`src/dpt_pkg.sv`:
```
// types and constants of the device permission table
package dpt_pkg;

    localparam logic OP_READ  = 1'b0;
    localparam logic OP_WRITE = 1'b1;

    localparam logic STATUS_OK   = 1'b0;
    localparam logic STATUS_FULL = 1'b1;

    // default modes on a read miss
    localparam logic [15:0] DEF_DIR_MODE   = 16'o755;
    localparam logic [15:0] DEF_FILE_MODE  = 16'o666;
    localparam logic [15:0] DEF_BLOCK_MODE = 16'o600;

    typedef struct packed {
        logic        mode;
        logic [31:0] cluster_key;
        logic [31:0] volume_key;
        logic        is_directory;
        logic        is_block_device;
        logic [15:0] perm_bits_in;
        logic [31:0] owner_in;
        logic [31:0] group_in;
    } req_t;

    typedef struct packed {
        logic        status;
        logic        hit;
        logic [15:0] perm_bits_out;
        logic [31:0] owner_out;
        logic [31:0] group_out;
    } rsp_t;

    // one stored record, key and payload in a single memory word
    typedef struct packed {
        logic [31:0] cluster;
        logic [31:0] volume;
        logic [15:0] perm_bits;
        logic [31:0] owner;
        logic [31:0] group;
    } entry_t;

endpackage

```
`src/dpt_out_reg.sv`:
```
// output register between the sequencer and the result channel
module dpt_out_reg (
    input  logic          clk,
    input  logic          rst_n,
    input  logic          res_valid,
    output logic          res_ready,
    input  dpt_pkg::rsp_t res_data,
    output logic          out_valid,
    input  logic          out_ready,
    output dpt_pkg::rsp_t out_data
);

    logic          valid_reg;
    dpt_pkg::rsp_t data_reg;

    assign res_ready = !valid_reg || out_ready;

    always_ff @(posedge clk or negedge rst_n)
    begin
        if (!rst_n)
        begin
            valid_reg <= 1'b0;
        end
        else if (res_ready)
        begin
            valid_reg <= res_valid;
        end
    end

    always_ff @(posedge clk)
    begin
        if (res_valid && res_ready)
        begin
            data_reg <= res_data;
        end
    end

    assign out_valid = valid_reg;
    assign out_data  = data_reg;

endmodule

```
`config.mk`:
```
export PLATFORM = sky130hd
export DESIGN_NAME = dpt_out_reg
export DESIGN_NICKNAME = d
export VERILOG_FILES = /design/src/dpt_pkg.sv /design/src/dpt_out_reg.sv
export SDC_FILE = /design/constraint.sdc
export NUM_CORES = 1
export LEC_CHECK = 0
export ABC_AREA = 1
export BUFFER_PORTS_ARGS = -buffer_cell sky130_fd_sc_hd__buf_2
export CORE_MARGIN = 2
export CORE_UTILIZATION = 42
export CTS_BUF_LIST = sky130_fd_sc_hd__clkbuf_8
export DETAILED_ROUTE_END_ITERATION = 8
export PLACE_DENSITY = 0.92
export SYNTH_ARGS = -nofsm -noshare
export SYNTH_HDL_FRONTEND = slang
export SYNTH_SLANG_ARGS = --single-unit
export TNS_END_PERCENT = 100
```
`constraint.sdc`:
```
create_clock -name clk -period 5.65 [get_ports clk]
set_clock_uncertainty 0.05 [all_clocks]
set_input_delay 0.8475 -clock clk [delete_from_list [all_inputs] [get_ports clk]]
set_output_delay 0.8475 -clock clk [all_outputs]
set_load 0.02 [all_outputs]
```
[After elaboration in Yosys (flattened, before gate mapping)]
Cells that the tools add are included.
Word-level totals
  flip-flop bits (word level): 83
  input port bits: 86
Operators by class
  reductions and logical operators: 3
Operators by type and width (number)
  logical AND 1 bit: 1
  logical NOT 1 bit: 1
  logical OR 1 bit: 1

[Longest topological paths before layout]
  word-level depth: 3
  mapped depth: 3
  mapped depth without buffers: 3

[Worst setup path before layout]
No wires, ideal clock.
  path kind: input-to-reg
  start: input res_valid
  end: register data_reg (netlist bit out_data[0]), enable pin
  arrival: 4.856 ns
  required time: 5.050 ns
  path slack: 0.195 ns
  cell stages on the path: 2
  cell sequence: inv_1 -> a21oi_1
On the way
  cells in the longest elaborated chain, start to end: 1
Ends and longest elaborated chain
  start: declaration: line dpt_out_reg.sv:5  | input logic res_valid,
  logical AND 1 bit: line dpt_out_reg.sv:32  | if (res_valid && res_ready)
  end signal: assignment: line dpt_out_reg.sv:34  | data_reg <= res_data;
  end: declaration: line dpt_out_reg.sv:14  | dpt_pkg::rsp_t data_reg;
Every way passes these cells.
A chain may end at the register's enable or synchronous reset.

[Worst setup path in the final report]
  start: input out_ready
  end: register data_reg (netlist bit out_data[29]), enable pin
On the way
  cells in the longest elaborated chain, start to end: 2
Ends and longest elaborated chain
  start: declaration: line dpt_out_reg.sv:9  | input logic out_ready,
  logical OR 1 bit: line dpt_out_reg.sv:16  | assign res_ready = !valid_reg || out_ready;
  logical AND 1 bit: line dpt_out_reg.sv:32
Every way passes these cells.

==> flow_summary.toml <==
[yosys]
synth_xor_area_frac = 0
yosysSeqAreaShare = 0.992
ys_types = 5
synth-simple-area-share = 0.00299
synth.area.mux_share = 0
syn-num-nets = 174
synth_compound_area_frac = 0.00200
synth_area_per_cell_um2 = 28.5
ys_warn_count = 0
synthAdderAreaFrac = 0
synthCells = 88
synth_top_family_by_area = "buffers and inverters"
synth_seq_cells = 83
synth.cell_area_um2 = 2510

[global_routing]
grt_pass1_wl_um = 7030
antenna_found_initial = 3
grt-ovfl-total = 0
grt_util_all_layers = 0.154
grt_max_degree = 43
grt_pass1_vias = 1479

[cts]
clock_sinks = 83
clockBufferDepth = 2
postCtsSetupBuffers = 0
cts_resized = 0
root_buffer = "clkbuf_8"
clock_latency_ns = 0.32
cts_buffers = 9
h-tree-depth = 3
hold_buffers = 0
cts_tree = "built"
clk_pin_slew_worst_paths_ns = 0.07

[sta]
fin_crit_sh = 0.467
fmax_mhz = 379
hold_viol = 0
setup_viol = 0
drv_slew = 0
rsz0062_at_grt = "no"
final.setup.tns_ns = 0
fin_ws_ns = 3.01
slew_headroom = 0.173
worst_slew_pin_slew_ns = 1.24
finalCriticalPeriod_ns = 2.64

[route]
vias = 1535
drcViolationCount = 0
ant_nets = 0
wl_per_cell_um = 14.5
viasPerCell = 4.39
drt-total-wl_um = 5090
dr.pass1.iters = 4
dr.first_iter.drc_count = 77

[power_and_ir_drop]
power_leakage_nw = 1.59
ir_drop_mv = 0.188
pwr_density_cell_nw_per_um2 = 345

[floorplan]
die_w_um = 81.3
rows = 28
core_um2 = 5850
num_io_pins = 170
start_util = 0.429
die_y_um = 81.3
dieArea_um2 = 6600

[worst_hold_path]
hold_class = "input pin to asynchronous set/reset pin"

[setup_path]
reg2reg_depth = 2
crit_chain = "buf_2 -> inv_1 -> a21oi_4 -> buf_4"
cp_slowest_cell = "a21oi_4"
max_stage_delay_ns = 0.95
end_kind = "flop"
worst_setup_path_start_kind = "input pin"
critPathKind = "input pin to flop"
arrival_ns = 2.56
critPathRequiredTime_ns = 5.57
path_max_fanout = 42

[place]
dpl-instance-area_um2 = 3470
place_congestion = 0.705
pre_cts_ws_ns = 2.64
port_buffers = 169

[final_layout]
final_area_um2 = 3670
layout_common_cells = "buf_2 (169), edfxtp_1 (82), clkbuf_8 (9)"
final_common_cell = "buf_2"
nets = 355
final_core_util = 0.627
area_delta_synth_final_pct = 46.4
drive_above_1_share = 0.667

[outcome]
status = "completed"

[flow_run]
drv_cap = 0
[report_power, final]
group          internal, mW  total [mW]  leakage [nW]  switching, mW
Combinational        0.0425       0.119         0.688         0.0763
Sequential            0.718       0.726         0.792        0.00793
Clock                 0.240       0.420         0.111          0.180
Total                  1.00        1.26          1.59          0.264
[Yosys cell counts]
master     n  area, µm²
inv_1      2       7.51
dfrtp_1    1       25.0
a21oi_1    1       5.00
edfxtp_1  82       2460
nand2_1    2       7.51
[logic make-up after synthesis]
group	count (synthesis)
flops	83
buf+inv	2
simple gates	2
compound gates	1
[worst max-delay path: cells and delay by family]
kind	cells	cell delay (ns)
AO/OA/AOI/OAI	1	0.95
buffers and inverters	3	0.73
[routing by layer]
metal / track usage / vias up / wire length (µm)
li1: - / 715 / -
met5: 0 / - / 13
met3: 0.0700 / 9 / 605
met2: 0.240 / 99 / 2500
met1: 0.172 / 710 / 1900
met4: 0.0915 / 2 / 68
[final cells by class]
cell class              instances  area (µm²)
flip-flops and latches         83        2490
fillers                       431        2180
repair buffers                170         853
clock buffers                   9         124
well taps                      75        93.8
clock inverters                 6        75.1
multi-input cells               3        23.8
inverters                       2        7.51
diodes                          2        5.00
[stage by stage]
step	power, mW	cells	hold slack (ns)
after global routing	1.31	348	0.211
after global placement	0.855	333	0.502
after detailed placement	0.860	333	0.541
final	1.26	350	0.231
after floorplan	0.800	88	0.502
after CTS	1.28	348	0.209
[sequential cells by signal, summed over array words and instances, names as in the netlist]
name       flops
out_data      82
out_valid      1
[worst paths after layout]
kind                                 from           end  slack (ns)
worst min-delay path                rst_n     out_valid        0.23
worst min register to register  out_valid     out_valid        0.55
worst max-delay path            out_ready  out_data[29]        3.01
max in group asynchronous           rst_n     out_valid        5.23
worst max register to register  out_valid  out_data[29]        3.23
min in group clk                out_valid     out_valid        0.55
Power figures use the tool's default switching activity.
